[config.mk]
export PLATFORM = sky130hd
export DESIGN_NAME = device_list_frame_parser_core_flat
export DESIGN_NICKNAME = d
export VERILOG_FILES = /design/src/hw/rtl/dlfp_pkg.sv /design/src/hw/rtl/dlfp_channels.sv /design/src/hw/rtl/dlfp_parser.sv /design/src/hw/rtl/dlfp_result_fifo.sv /design/src/hw/rtl/device_list_frame_parser_core.sv /design/src/flat_wrapper.sv
export SDC_FILE = /design/constraint.sdc
export NUM_CORES = 1
export LEC_CHECK = 0
export ABC_AREA = 1
export BUFFER_PORTS_ARGS = -buffer_cell sky130_fd_sc_hd__buf_2
export CAP_MARGIN = 20
export CORE_AREA = 4 4 148 150
export CTS_CLUSTER_DIAMETER = 80
export CTS_CLUSTER_SIZE = 10
export DETAILED_ROUTE_END_ITERATION = 8
export DIE_AREA = 0 0 152 154
export HOLD_SLACK_MARGIN = 0.02
export PLACE_DENSITY = 0.5
export SYNTH_ARGS = -nofsm -noshare
export SYNTH_HDL_FRONTEND = slang
export SYNTH_SLANG_ARGS = --single-unit
[constraint.sdc]
create_clock -name clk -period 10.4 [get_ports clk]
set_input_delay 0.52 -clock clk [delete_from_list [all_inputs] [get_ports clk]]
set_output_delay 0.52 -clock clk [all_outputs]
set_load 0.05 [all_outputs]
[src/hw/rtl/dlfp_pkg.sv]
// Shared types, codes and character constants for the device list frame parser.
// Used by the parser, the result queue and the top level; depends on nothing.
package dlfp_pkg;

	localparam int DLFP_MAX_DEVICES = 16;

	// Result queue depth; a power of two so the pointers wrap on their own.
	localparam int RES_DEPTH = 4;
	localparam int RES_PTR_W = $clog2(RES_DEPTH);

	localparam logic [2:0] KIND_OKAY      = 3'd0;
	localparam logic [2:0] KIND_NAME_BYTE = 3'd1;
	localparam logic [2:0] KIND_NAME_END  = 3'd2;
	localparam logic [2:0] KIND_DONE      = 3'd3;
	localparam logic [2:0] KIND_HDR_ERR   = 3'd4;

	localparam logic [7:0] CH_TAB = 8'h09;
	localparam logic [7:0] CH_LF  = 8'h0A;
	localparam logic [7:0] CH_0   = 8'h30;
	localparam logic [7:0] CH_9   = 8'h39;
	localparam logic [7:0] CH_UA  = 8'h41;
	localparam logic [7:0] CH_UF  = 8'h46;
	localparam logic [7:0] CH_LA  = 8'h61;
	localparam logic [7:0] CH_LF_HEX = 8'h66;

	// "OKAY" with the first character in the top byte.
	localparam logic [31:0] TOK_OKAY = 32'h4F4B_4159;

	typedef struct packed {
		logic [2:0] kind;
		logic [7:0] name_byte;
		logic [3:0] dev_idx;
		logic [4:0] device_count;
		logic       last_result;
	} result_t;

	// Up to two results produced by one word; count says how many are meaningful.
	typedef struct packed {
		logic [1:0] count;
		result_t    first;
		result_t    second;
	} result_pair_t;

	// Returns {valid, nibble} for one ASCII hex digit of either case.
	function automatic logic [4:0] hex_digit(input logic [7:0] c);
		logic [7:0] diff;
		logic [4:0] r;
		diff = '0;
		r = '0;
		case (c) inside
			[CH_0:CH_9]: begin
				diff = c - CH_0;
				r = {1'b1, diff[3:0]};
			end
			[CH_UA:CH_UF]: begin
				diff = c - CH_UA + 8'd10;
				r = {1'b1, diff[3:0]};
			end
			[CH_LA:CH_LF_HEX]: begin
				diff = c - CH_LA + 8'd10;
				r = {1'b1, diff[3:0]};
			end
			default: r = '0;
		endcase
		return r;
	endfunction

endpackage

[src/hw/rtl/dlfp_channels.sv]
// Valid/ready channel interfaces for the parser's byte input and result output.
// Stand-alone; the payload fields match the package's result fields.
interface dlfp_in_if;
	logic       valid;
	logic       ready;
	logic [7:0] data_byte;
	logic       chunk_last;

	modport source (output valid, output data_byte, output chunk_last, input ready);
	modport sink (input valid, input data_byte, input chunk_last, output ready);
endinterface

interface dlfp_out_if;
	logic       valid;
	logic       ready;
	logic [2:0] kind;
	logic [7:0] name_byte;
	logic [3:0] dev_idx;
	logic [4:0] device_count;
	logic       last_result;

	modport source (output valid, output kind, output name_byte, output dev_idx,
		output device_count, output last_result, input ready);
	modport sink (input valid, input kind, input name_byte, input dev_idx,
		input device_count, input last_result, output ready);
endinterface

[src/hw/rtl/dlfp_parser.sv]
// Frame parser state and per-word decode: header tokens, payload lines, device count.
// Depends on dlfp_pkg.
module dlfp_parser import dlfp_pkg::*; #(
	parameter int MAX_DEVICES = DLFP_MAX_DEVICES
) (
	input  logic         clk,
	input  logic         arst_n,
	input  logic         fire,
	input  logic [7:0]   data_byte,
	input  logic         chunk_last,
	output result_pair_t pair
);

	localparam int CW = $clog2(MAX_DEVICES + 1);
	localparam logic [CW-1:0] MAX_CNT = CW'(MAX_DEVICES);

	logic [23:0]   header_held_q, header_held_d;
	logic [1:0]    header_fill_q, header_fill_d;
	logic [15:0]   payload_left_q, payload_left_d;
	logic          in_payload_q, in_payload_d;
	logic          in_state_q, in_state_d;
	logic [CW-1:0] devices_seen_q, devices_seen_d;

	logic [31:0]   token;
	logic [4:0]    hd0, hd1, hd2, hd3;
	logic          all_hex;
	logic [15:0]   length;
	logic          a_vld, done_vld;
	logic [2:0]    a_kind;
	logic [7:0]    a_name;
	logic [CW-1:0] done_cnt;
	logic [CW+3:0] idx_ext;
	logic [CW+4:0] cnt_ext;
	result_t       a_res, done_res;

	assign token   = {header_held_q, data_byte};
	assign hd0     = hex_digit(token[31:24]);
	assign hd1     = hex_digit(token[23:16]);
	assign hd2     = hex_digit(token[15:8]);
	assign hd3     = hex_digit(token[7:0]);
	assign all_hex = hd0[4] & hd1[4] & hd2[4] & hd3[4];
	assign length  = {hd0[3:0], hd1[3:0], hd2[3:0], hd3[3:0]};
	assign idx_ext = {4'b0, devices_seen_q};

	always_comb begin
		header_held_d  = header_held_q;
		header_fill_d  = header_fill_q;
		payload_left_d = payload_left_q;
		in_payload_d   = in_payload_q;
		in_state_d     = in_state_q;
		devices_seen_d = devices_seen_q;
		a_vld    = 1'b0;
		a_kind   = KIND_OKAY;
		a_name   = '0;
		done_vld = 1'b0;
		done_cnt = '0;

		if (!in_payload_q) begin
			if (header_fill_q != 2'd3) begin
				header_held_d = {header_held_q[15:0], data_byte};
				header_fill_d = header_fill_q + 2'd1;
				// A chunk that ends inside a header throws the partial header away.
				if (chunk_last) begin
					header_held_d = '0;
					header_fill_d = '0;
				end
			end else begin
				header_held_d = '0;
				header_fill_d = '0;
				if (token == TOK_OKAY) begin
					a_vld  = 1'b1;
					a_kind = KIND_OKAY;
				end else if (!all_hex) begin
					a_vld  = 1'b1;
					a_kind = KIND_HDR_ERR;
				end else if (length == 16'd0) begin
					done_vld = 1'b1;
				end else begin
					in_payload_d   = 1'b1;
					payload_left_d = length;
					devices_seen_d = '0;
					in_state_d     = 1'b0;
				end
			end
		end else begin
			payload_left_d = payload_left_q - 16'd1;
			if (!in_state_q) begin
				if (data_byte == CH_TAB) begin
					if (devices_seen_q < MAX_CNT) begin
						a_vld  = 1'b1;
						a_kind = KIND_NAME_END;
					end
					in_state_d = 1'b1;
				end else if (devices_seen_q < MAX_CNT) begin
					a_vld  = 1'b1;
					a_kind = KIND_NAME_BYTE;
					a_name = data_byte;
				end
			end else if (data_byte == CH_LF) begin
				if (devices_seen_q < MAX_CNT) begin
					devices_seen_d = devices_seen_q + CW'(1);
				end
				in_state_d = 1'b0;
			end
			if (payload_left_d == 16'd0) begin
				// A line that got as far as its state field still counts.
				done_vld = 1'b1;
				done_cnt = devices_seen_d + CW'(in_state_d && (devices_seen_d < MAX_CNT));
				in_payload_d   = 1'b0;
				in_state_d     = 1'b0;
				devices_seen_d = '0;
			end
		end

		cnt_ext = {5'b0, done_cnt};

		a_res.kind         = a_kind;
		a_res.name_byte    = a_name;
		a_res.dev_idx      = (a_kind == KIND_NAME_BYTE || a_kind == KIND_NAME_END) ?
			idx_ext[3:0] : 4'd0;
		a_res.device_count = '0;
		a_res.last_result  = !done_vld;

		done_res.kind         = KIND_DONE;
		done_res.name_byte    = '0;
		done_res.dev_idx      = '0;
		done_res.device_count = cnt_ext[4:0];
		done_res.last_result  = 1'b1;

		pair.first  = a_vld ? a_res : done_res;
		pair.second = done_res;
		pair.count  = {1'b0, a_vld} + {1'b0, done_vld};
	end

	always_ff @(posedge clk or negedge arst_n) begin
		if (!arst_n) begin
			header_held_q  <= '0;
			header_fill_q  <= '0;
			payload_left_q <= '0;
			in_payload_q   <= 1'b0;
			in_state_q     <= 1'b0;
			devices_seen_q <= '0;
		end else if (fire) begin
			header_held_q  <= header_held_d;
			header_fill_q  <= header_fill_d;
			payload_left_q <= payload_left_d;
			in_payload_q   <= in_payload_d;
			in_state_q     <= in_state_d;
			devices_seen_q <= devices_seen_d;
		end
	end

	a_payload_clean: assert property (@(posedge clk) disable iff (!arst_n)
		in_payload_q |-> (header_fill_q == 2'd0 && payload_left_q != 16'd0))
		else $error("payload active with header bytes held or no bytes left");

	a_count_bound: assert property (@(posedge clk) disable iff (!arst_n)
		devices_seen_q <= MAX_CNT)
		else $error("device count above its limit");

	a_payload_end: assert property (@(posedge clk) disable iff (!arst_n)
		(fire && in_payload_q && payload_left_q == 16'd1) |=> !in_payload_q)
		else $error("payload did not close on its last word");

endmodule

[src/hw/rtl/dlfp_result_fifo.sv]
// Four-entry result queue that takes up to two results a cycle and hands out one.
// Depends on dlfp_pkg and the dlfp_out_if channel.
module dlfp_result_fifo import dlfp_pkg::*; (
	input  logic         clk,
	input  logic         arst_n,
	input  logic         push,
	input  result_pair_t pair,
	output logic         room,
	dlfp_out_if.source   results
);

	localparam logic [RES_PTR_W:0] ROOM_LIMIT = (RES_PTR_W + 1)'(RES_DEPTH - 2);
	localparam logic [RES_PTR_W:0] FULL_CNT   = (RES_PTR_W + 1)'(RES_DEPTH);

	result_t                slot_q [RES_DEPTH];
	logic [RES_PTR_W-1:0]   wr_ptr_q, rd_ptr_q, wr_next;
	logic [RES_PTR_W:0]     count_q;
	logic [1:0]             push_n;
	logic                   pop;
	result_t                head;

	assign push_n  = push ? pair.count : 2'd0;
	assign pop     = results.valid && results.ready;
	assign wr_next = wr_ptr_q + RES_PTR_W'(1);
	assign room    = count_q <= ROOM_LIMIT;
	assign head    = slot_q[rd_ptr_q];

	assign results.valid        = count_q != '0;
	assign results.kind         = head.kind;
	assign results.name_byte    = head.name_byte;
	assign results.dev_idx      = head.dev_idx;
	assign results.device_count = head.device_count;
	assign results.last_result  = head.last_result;

	always_ff @(posedge clk) begin
		if (push_n != 2'd0) begin
			slot_q[wr_ptr_q] <= pair.first;
		end
		if (push_n == 2'd2) begin
			slot_q[wr_next] <= pair.second;
		end
	end

	always_ff @(posedge clk or negedge arst_n) begin
		if (!arst_n) begin
			wr_ptr_q <= '0;
			rd_ptr_q <= '0;
			count_q  <= '0;
		end else begin
			wr_ptr_q <= wr_ptr_q + RES_PTR_W'(push_n);
			if (pop) begin
				rd_ptr_q <= rd_ptr_q + RES_PTR_W'(1);
			end
			count_q <= count_q + (RES_PTR_W + 1)'(push_n) - (RES_PTR_W + 1)'(pop);
		end
	end

	a_no_overflow: assert property (@(posedge clk) disable iff (!arst_n)
		count_q <= FULL_CNT)
		else $error("result queue overflow");

	a_push_shows: assert property (@(posedge clk) disable iff (!arst_n)
		(push_n != 2'd0) |=> results.valid)
		else $error("pushed result not presented");

	// A stalled result stays on the output unchanged until it is taken.
	a_hold_stable: assert property (@(posedge clk) disable iff (!arst_n)
		(results.valid && !results.ready) |=> (results.valid && $stable(head)))
		else $error("stalled result changed before it was taken");

endmodule

[src/hw/rtl/device_list_frame_parser_core.sv]
// Top level of the device list frame parser: byte channel in, result channel out.
// Depends on dlfp_pkg, dlfp_channels, dlfp_parser and dlfp_result_fifo.
//
// An accepted word's results are registered into the result queue and shown in order.
// Throughput: one word per cycle while the input is ready; a word that causes two results
//   (last name byte or name end with the list count) hands them out one at a time.
// The input is ready whenever the four-entry result queue has at least two free slots.
// Reset (arst_n low) clears the parser state and empties the result queue.
module device_list_frame_parser_core import dlfp_pkg::*; #(
	parameter int MAX_DEVICES = DLFP_MAX_DEVICES
) (
	input  logic     clk,
	input  logic     arst_n,
	dlfp_in_if.sink  items,
	dlfp_out_if.source results
);

	// A word is taken only when the queue can absorb both results it might cause,
	// so the parser never has to stall mid-word.
	logic         room;
	logic         fire;
	result_pair_t pair;

	assign items.ready = room;
	assign fire        = items.valid && room;

	// Header assembly, payload line tracking and the device count live here.
	dlfp_parser #(
		.MAX_DEVICES(MAX_DEVICES)
	) u_parser (
		.clk        (clk),
		.arst_n     (arst_n),
		.fire       (fire),
		.data_byte  (items.data_byte),
		.chunk_last (items.chunk_last),
		.pair       (pair)
	);

	// The queue serializes result pairs onto the single output channel.
	dlfp_result_fifo u_fifo (
		.clk     (clk),
		.arst_n  (arst_n),
		.push    (fire),
		.pair    (pair),
		.room    (room),
		.results (results)
	);

endmodule
[src/flat_wrapper.sv]
// flat-port wrapper written by rule: the top's interface ports become plain ports
module device_list_frame_parser_core_flat import dlfp_pkg::*;
#(
	parameter int MAX_DEVICES = DLFP_MAX_DEVICES
)
  (clk, arst_n, items_valid, items_data_byte, items_chunk_last, items_ready, results_valid, results_kind, results_name_byte, results_dev_idx, results_device_count, results_last_result, results_ready);
  dlfp_in_if items_i ();
  dlfp_out_if results_i ();
  input  logic clk;
  input  logic arst_n;
  input wire logic [$bits(items_i.valid)-1:0] items_valid;
  input wire logic [$bits(items_i.data_byte)-1:0] items_data_byte;
  input wire logic [$bits(items_i.chunk_last)-1:0] items_chunk_last;
  output wire logic [$bits(items_i.ready)-1:0] items_ready;
  output wire logic [$bits(results_i.valid)-1:0] results_valid;
  output wire logic [$bits(results_i.kind)-1:0] results_kind;
  output wire logic [$bits(results_i.name_byte)-1:0] results_name_byte;
  output wire logic [$bits(results_i.dev_idx)-1:0] results_dev_idx;
  output wire logic [$bits(results_i.device_count)-1:0] results_device_count;
  output wire logic [$bits(results_i.last_result)-1:0] results_last_result;
  input wire logic [$bits(results_i.ready)-1:0] results_ready;
  assign items_i.valid = items_valid;
  assign items_i.data_byte = items_data_byte;
  assign items_i.chunk_last = items_chunk_last;
  assign items_ready = items_i.ready;
  assign results_valid = results_i.valid;
  assign results_kind = results_i.kind;
  assign results_name_byte = results_i.name_byte;
  assign results_dev_idx = results_i.dev_idx;
  assign results_device_count = results_i.device_count;
  assign results_last_result = results_i.last_result;
  assign results_i.ready = results_ready;
  device_list_frame_parser_core #(.MAX_DEVICES(MAX_DEVICES)) u_core (.clk(clk), .arst_n(arst_n), .items(items_i), .results(results_i));
endmodule
Word-level counts from Yosys, hierarchy flattened. Memory sizes are Yosys's and may differ from the RTL's. Index checks and enable logic that the tools add are counted.

Reduce and logical (&&, ||, !) cells: 24. Div/mod/pow operators: 0. Multiply operators: 0. $lt $le $gt $ge: 27. Shifts and indexed selects: 0. Multiplexer cells: 80. Add/subtract/negate cells: 30. Bitwise operators: 4. Eq/ne operators: 10.

Operators with widths (number): 2-to-1 mux 5 bit (24); 2-to-1 mux 16 bit (5); greater-or-equal comparator 8 x 7 -> 1 bit, second input constant (8); less-or-equal comparator 8 x 7 -> 1 bit, second input constant (8); 2-to-1 mux 24 bit (2); subtractor 4 x 1 -> 4 bit, second input constant (12); 2-to-1 mux 1 bit (33); adder 4 bit, second input constant (8); equality test 32 x 31 -> 1 bit, second input constant (1); greater-or-equal comparator 8 x 6 -> 1 bit, second input constant (4); less-or-equal comparator 8 x 6 -> 1 bit, second input constant (4); logical NOT 16 bit (2); 2-to-1 mux 8 bit (4); 2-to-1 mux 21 bit (1); 2-to-1 mux 3 bit (6); equality test 8 x 4 -> 1 bit, second input constant (2); subtractor 16 x 1 -> 16 bit, second input constant (1); logical AND 1 bit (15); less-than comparator 5 bit, second input constant (2); 2-to-1 mux 2 bit (4); inequality test 2 bit, second input constant (4); adder 2 x 1 -> 2 bit, second input constant (3); adder 5 x 1 -> 5 bit (1); adder 5 x 1 -> 5 bit, second input constant (1); 17 further kinds (20).

Memories kept: 1. Bits in latches: 0. Logic and storage cells: 185. Bits in writable memories: 84. Register bits after elaboration: 56. Memory bits (read-only): 0. Output and inout port bits: 23.

Memories: u_core.u_fifo.slot_q (depth 4, width 21, read ports 1, clocked after Yosys merged registers in 0, wr ports 2, RTL line dlfp_result_fifo.sv:15) `result_t slot_q [RES_DEPTH];`.

Longest topological paths before layout.
Depth in word-level cells: 17. Gate-level depth with buffers: 26. Depth with buffers taken out: 25.

By module. Synthesis repeated with hierarchy kept, for this count alone.

Cells, all modules: 1177. Area, all modules: 8838.5 µm².

By module, submodules not included: dlfp_result_fifo (area each 4946.0 µm², instances 1, cells an instance 611); dlfp_parser (area each 3885.0 µm², instances 1, cells an instance 564); device_list_frame_parser_core (area each 7.5 µm², instances 1, cells an instance 2).

Worst setup path before layout. OpenSTA, ideal clock, no wires.

Kind: input to register. Start: input items_data_byte[0]. End: register u_core.u_fifo.count_q[2]. Arrival time: 3.253 ns. Setup slack: 7.019 ns. Stages on the path: 24. Buffers on the path: 0. Cells stage by stage: inv_1 -> ha_1 -> a21oi_1 -> nand2_1 -> nand2_1 -> inv_2 -> nand2_1 -> nand2_1 -> nor2_1 -> nand3_1 -> nor2_1 -> nand2_1 -> o21ai_0 -> ha_1 -> clkinv_2 -> nor2_8 -> inv_1 -> ha_1 -> inv_1 -> ha_1 -> inv_1 -> fa_1 -> xnor2_1 -> xor2_1.

Longest elaborated chain between the ends: 15. Elaborated cells on any way between the ends: 33. Those cells by class: add/sub (8); order compare (6); eq/ne (1); mux (13); bitwise (1); reduce/logical (4).

RTL lines: start: declaration (RTL line flat_wrapper.sv:12) `input wire logic [$bits(items_i.data_byte)-1:0] items_data_byte;`; subtractor 4 x 1 -> 4 bit, or another cell as far along (RTL line dlfp_pkg.sv:56, dlfp_pkg.sv:60); adder 4 bit / logical AND 1 bit (equally long branches) (RTL line dlfp_pkg.sv:56, dlfp_pkg.sv:60, dlfp_parser.sv:40); 2-to-1 mux 5 bit (3 in series) (RTL line dlfp_pkg.sv:50) `case (c) inside`; logical NOT 16 bit (RTL line dlfp_parser.sv:76) `end else if (length == 16'd0) begin`; 2-to-1 mux 1 bit (RTL line dlfp_parser.sv:76); 2-to-1 mux 1 bit (RTL line dlfp_parser.sv:73) `end else if (!all_hex) begin`; 2-to-1 mux 1 bit (RTL line dlfp_parser.sv:70) `if (token == TOK_OKAY) begin`; 2-to-1 mux 1 bit (RTL line dlfp_parser.sv:59) `if (header_fill_q != 2'd3) begin`; 2-to-1 mux 1 bit (RTL line dlfp_parser.sv:58) `if (!in_payload_q) begin`; adder 1 x 1 -> 2 bit * (RTL line dlfp_parser.sv:132) `pair.count = {1'b0, a_vld} + {1'b0, done_vld};`; 2-to-1 mux 2 bit * (RTL line dlfp_result_fifo.sv:22) `assign push_n = push ? pair.count : 2'd0;`; adder 3 x 2 -> 3 bit * (RTL line dlfp_result_fifo.sv:54) `count_q <= count_q + (RES_PTR_W + 1)'(push_n) - (RES_PTR_W + 1)'(pop);`; subtractor 3 x 1 -> 3 bit * (RTL line dlfp_result_fifo.sv:54); end signal: assignment (RTL line dlfp_result_fifo.sv:54); end: declaration (RTL line dlfp_result_fifo.sv:17) `logic [RES_PTR_W:0] count_q;`.

Every way passes the cells marked *; elsewhere a longest branch is shown, timed or not. A chain may end at the register's enable or synchronous reset.

==> results.toml <==
[finish]
antenna_cells = 0
area_delta_synth_final_pct = 13.6
final_util_pct = 41.4
final_cell_mix = "nand2_1, nor2_1, o21ai_0"
final_common_cell = "nand2_1"
drive_above_1_share_pct = 10.7
nNetsFinal = 1033

[run]
cap_violations = 0

[timing]
layout_min_cycle_time_ns = 4.38
setup_viol = 0
drv_slew = 0
fmax_ghz = 0.228
holdWs_ns = 0.238
rsz0062_at_grt = "no"
slew_headroom_pct = 46.1
skew_ns = 0.0130
worstMarginPinSlew_ns = 0.806
post-route-period-util_pct = 42.1
setup_tns_ns = 0
hold_viol = 0

[power_and_ir_drop]
p_per_area_nw_per_um2 = 249
p_leak_nw = 3.98
irDropWorstVdd_v = 0.000104
clkPwrFrac_pct = 29.8
intPower_mw = 1.20
p_comb_share_pct = 37.6
p_sw_share_pct = 43.4
p_switching_uw = 924
p_seq_share_pct = 32.5

[cts]
cts.clk_slew.worst_paths_ns = 0.06
cts_hold_buf = 0
cts_tree = "done"
cts_resized = 0
cts_root_buffer = "clkbuf_16"
insertion_delay_ns = 0.43
post_cts_buffers = 0
cts_buffer_depth = 2
cts_buffers = 17
cts_sinks = 140
cts_max_level = 4

[setup_path]
slowest_delay_ns = 0.63
crit_required_ns = 10.72
crit_top_cell = "nand2_1"
slowest_stage = "nor3_4"
worst_setup_path_end_kind = "register"
cp-startpoint = "u_core.u_parser.header_held_q[0]$_DFFE_PN0P_"
worstPathCellList = "inv_1 > ha_1 > o21ai_0 > nand2_1 > nand2_1 > nand2_1 > nand3_1 > nand3_1 > nor2_1 > nand2_1 > o21ai_0 > ha_1 > inv_2 > nor2_2 > nor2_4 > nor3_4 > inv_2 > nor2_4 > nand2_2 > nand2_4 > inv_2 > a22o_1"
worst-r2r-cell-count = 22
crit_fanout = 15
startpoint_type = "register"
rr_startpoint = "u_core.u_parser.header_held_q[0]$_DFFE_PN0P_"
path_class = "reg2reg"
worstPathArrival_ns = 4.70

[route]
wl_mm = 20.8
drt_iter0_drc = 424
via_per_inst = 5.09
drt-pass1-iter-count = 4
ant_nets = 0
drcViolationCount = 0
wl_per_cell_um = 16.2
vias = 6532

[global_routing]
grt_pass1_wl_mm = 34.6
grt_start_max_net_pins = 57
antenna_found_initial = 0
grt_use_total_pct = 18.3
grt_pass1_vias = 6440
grt_overflow = 0

[die]
die_y_um = 154
core_area_um2 = 20700
num_rows = 53
start_util_pct = 36.4
io_pins = 36
die_w_um = 152
die_area_um2 = 23400

[synthesis]
synthesis.nets = 1011
yosys.area_share.simple_pct = 27.4
avgSynthCellArea_um2 = 7.74
yosysSeqAreaShare_pct = 43.6
synth_top_family_by_area = "simple AND/OR/NAND/NOR gates"
yosys.area_share.adder_pct = 4.25
synth_cells = 973
synth_cell_types = 40
async_reset_ff_share_pct = 40.0
synth_mux_area_share_pct = 0.133
synth-xor-area-share_pct = 1.98
synth_edf_count = 20
synth_compound_area_share_pct = 15.3
synth.ff_latch_count = 140
netlist_area_um2 = 7530
yosysWarnings = 0
ys.flop_type = "dfxtp_1"

[place]
port_buffers = 35
place_hpwl_mm = 14.5
gp_congestion = 0.840

[status]
outcome = "finished, final reports clean"

[min_path]
hp-class = "in2async"
==> stage by stage <==
| step | area [um^2] | instances | setup slack (ns) | total power, mW |
|---|---|---|---|---|
| global placement | 7950 | 1251 | 5.94 | 1.51 |
| finish | 8560 | 1283 | 6.02 | 2.13 |
| CTS | 8560 | 1283 | 5.99 | 2.15 |
| global route | 8560 | 1283 | 5.60 | 2.27 |
| floorplan | 7530 | 973 | 7.02 | 1.30 |
| detailed placement | 7950 | 1251 | 5.88 | 1.51 |
==> power by group through the flow <==
stage / sequential [mW] / combinational (mW) / clock [mW]
6_report: 0.692 / 0.801 / 0.635
5_1_grt: 0.705 / 0.890 / 0.674
4_1_cts: 0.693 / 0.810 / 0.647
3_5_place_dp: 0.703 / 0.809 / 0
3_3_place_gp: 0.704 / 0.808 / 0
2_1_floorplan: 0.687 / 0.615 / 0
==> sequential cells by signal, summed over array words and instances (netlist names), 2 cells and up <==
signal,flops
u_core.u_parser.header_fill_q,2
u_core.u_fifo.wr_ptr_q,2
u_core.u_fifo.slot_q,84
u_core.u_fifo.rd_ptr_q,2
u_core.u_parser.payload_left_q,16
u_core.u_parser.header_held_q,24
u_core.u_parser.devices_seen_q,5
u_core.u_fifo.count_q,3
==> cell type report <==
type | instances | area, um^2
sequential | 140 | 3280
clock buffer | 21 | 493
fill | 2174 | 12100
tap | 275 | 344
timing repair buffer | 42 | 228
multi-input combinational | 690 | 3700
inverter | 104 | 392
clock inverter | 11 | 120
==> kinds of logic after synthesis <==
group,Yosys count
buf+inv,143
compound gates,183
mux,1
simple gates,464
flops,140
xor+xnor,17
fa+ha+maj,25
==> synth_stat cells (14+ instances only) <==
library cell / instances / area [um^2]
nand2_1: 179 / 672
nor2_1: 141 / 529
o21ai_0: 92 / 460
nand3_1: 90 / 450
inv_1: 89 / 334
dfxtp_1: 64 / 1280
dfrtp_1: 56 / 1400
a22o_1: 52 / 455
clkbuf_1: 27 / 101
o22ai_1: 25 / 156
ha_1: 24 / 300
edfxtp_1: 20 / 601
nand4_1: 20 / 125
xor2_1: 15 / 131
inv_2: 14 / 52.6
==> critical path: cells and delay by family (launching register included) <==
kind,cells,cell delay [ns]
buf+inv,4,0.50
flops,1,0.46
simple gates,13,2.25
fa+ha+maj,2,0.42
compound gates,3,0.62
==> routing by layer <==
| metal | GRT usage [%] | wire length (um) |
|---|---|---|
| met5 | 0 | 0 |
| met3 | 3.12 | 533 |
| met1 | 24.9 | 10300 |
| met4 | 5.78 | 219 |
| met2 | 30.0 | 9840 |
==> worst paths after layout <==
path                       slack, ns                                            end
setup / recovery                6.02       u_core.u_fifo.slot_q[1][20]$_SDFFE_PP0N_
hold / removal                  0.24  u_core.u_parser.payload_left_q[7]$_DFFE_PN0P_
setup reg to reg                6.02       u_core.u_fifo.slot_q[1][20]$_SDFFE_PP0N_
hold reg to reg                 0.47        u_core.u_fifo.slot_q[1][7]$_SDFFE_PP0N_
max in group asynchronous       9.61  u_core.u_parser.payload_left_q[0]$_DFFE_PN0P_
min in group clk                0.39   u_core.u_parser.header_held_q[6]$_DFFE_PN0P_
No activity file was read; power rests on OpenSTA's default activity.
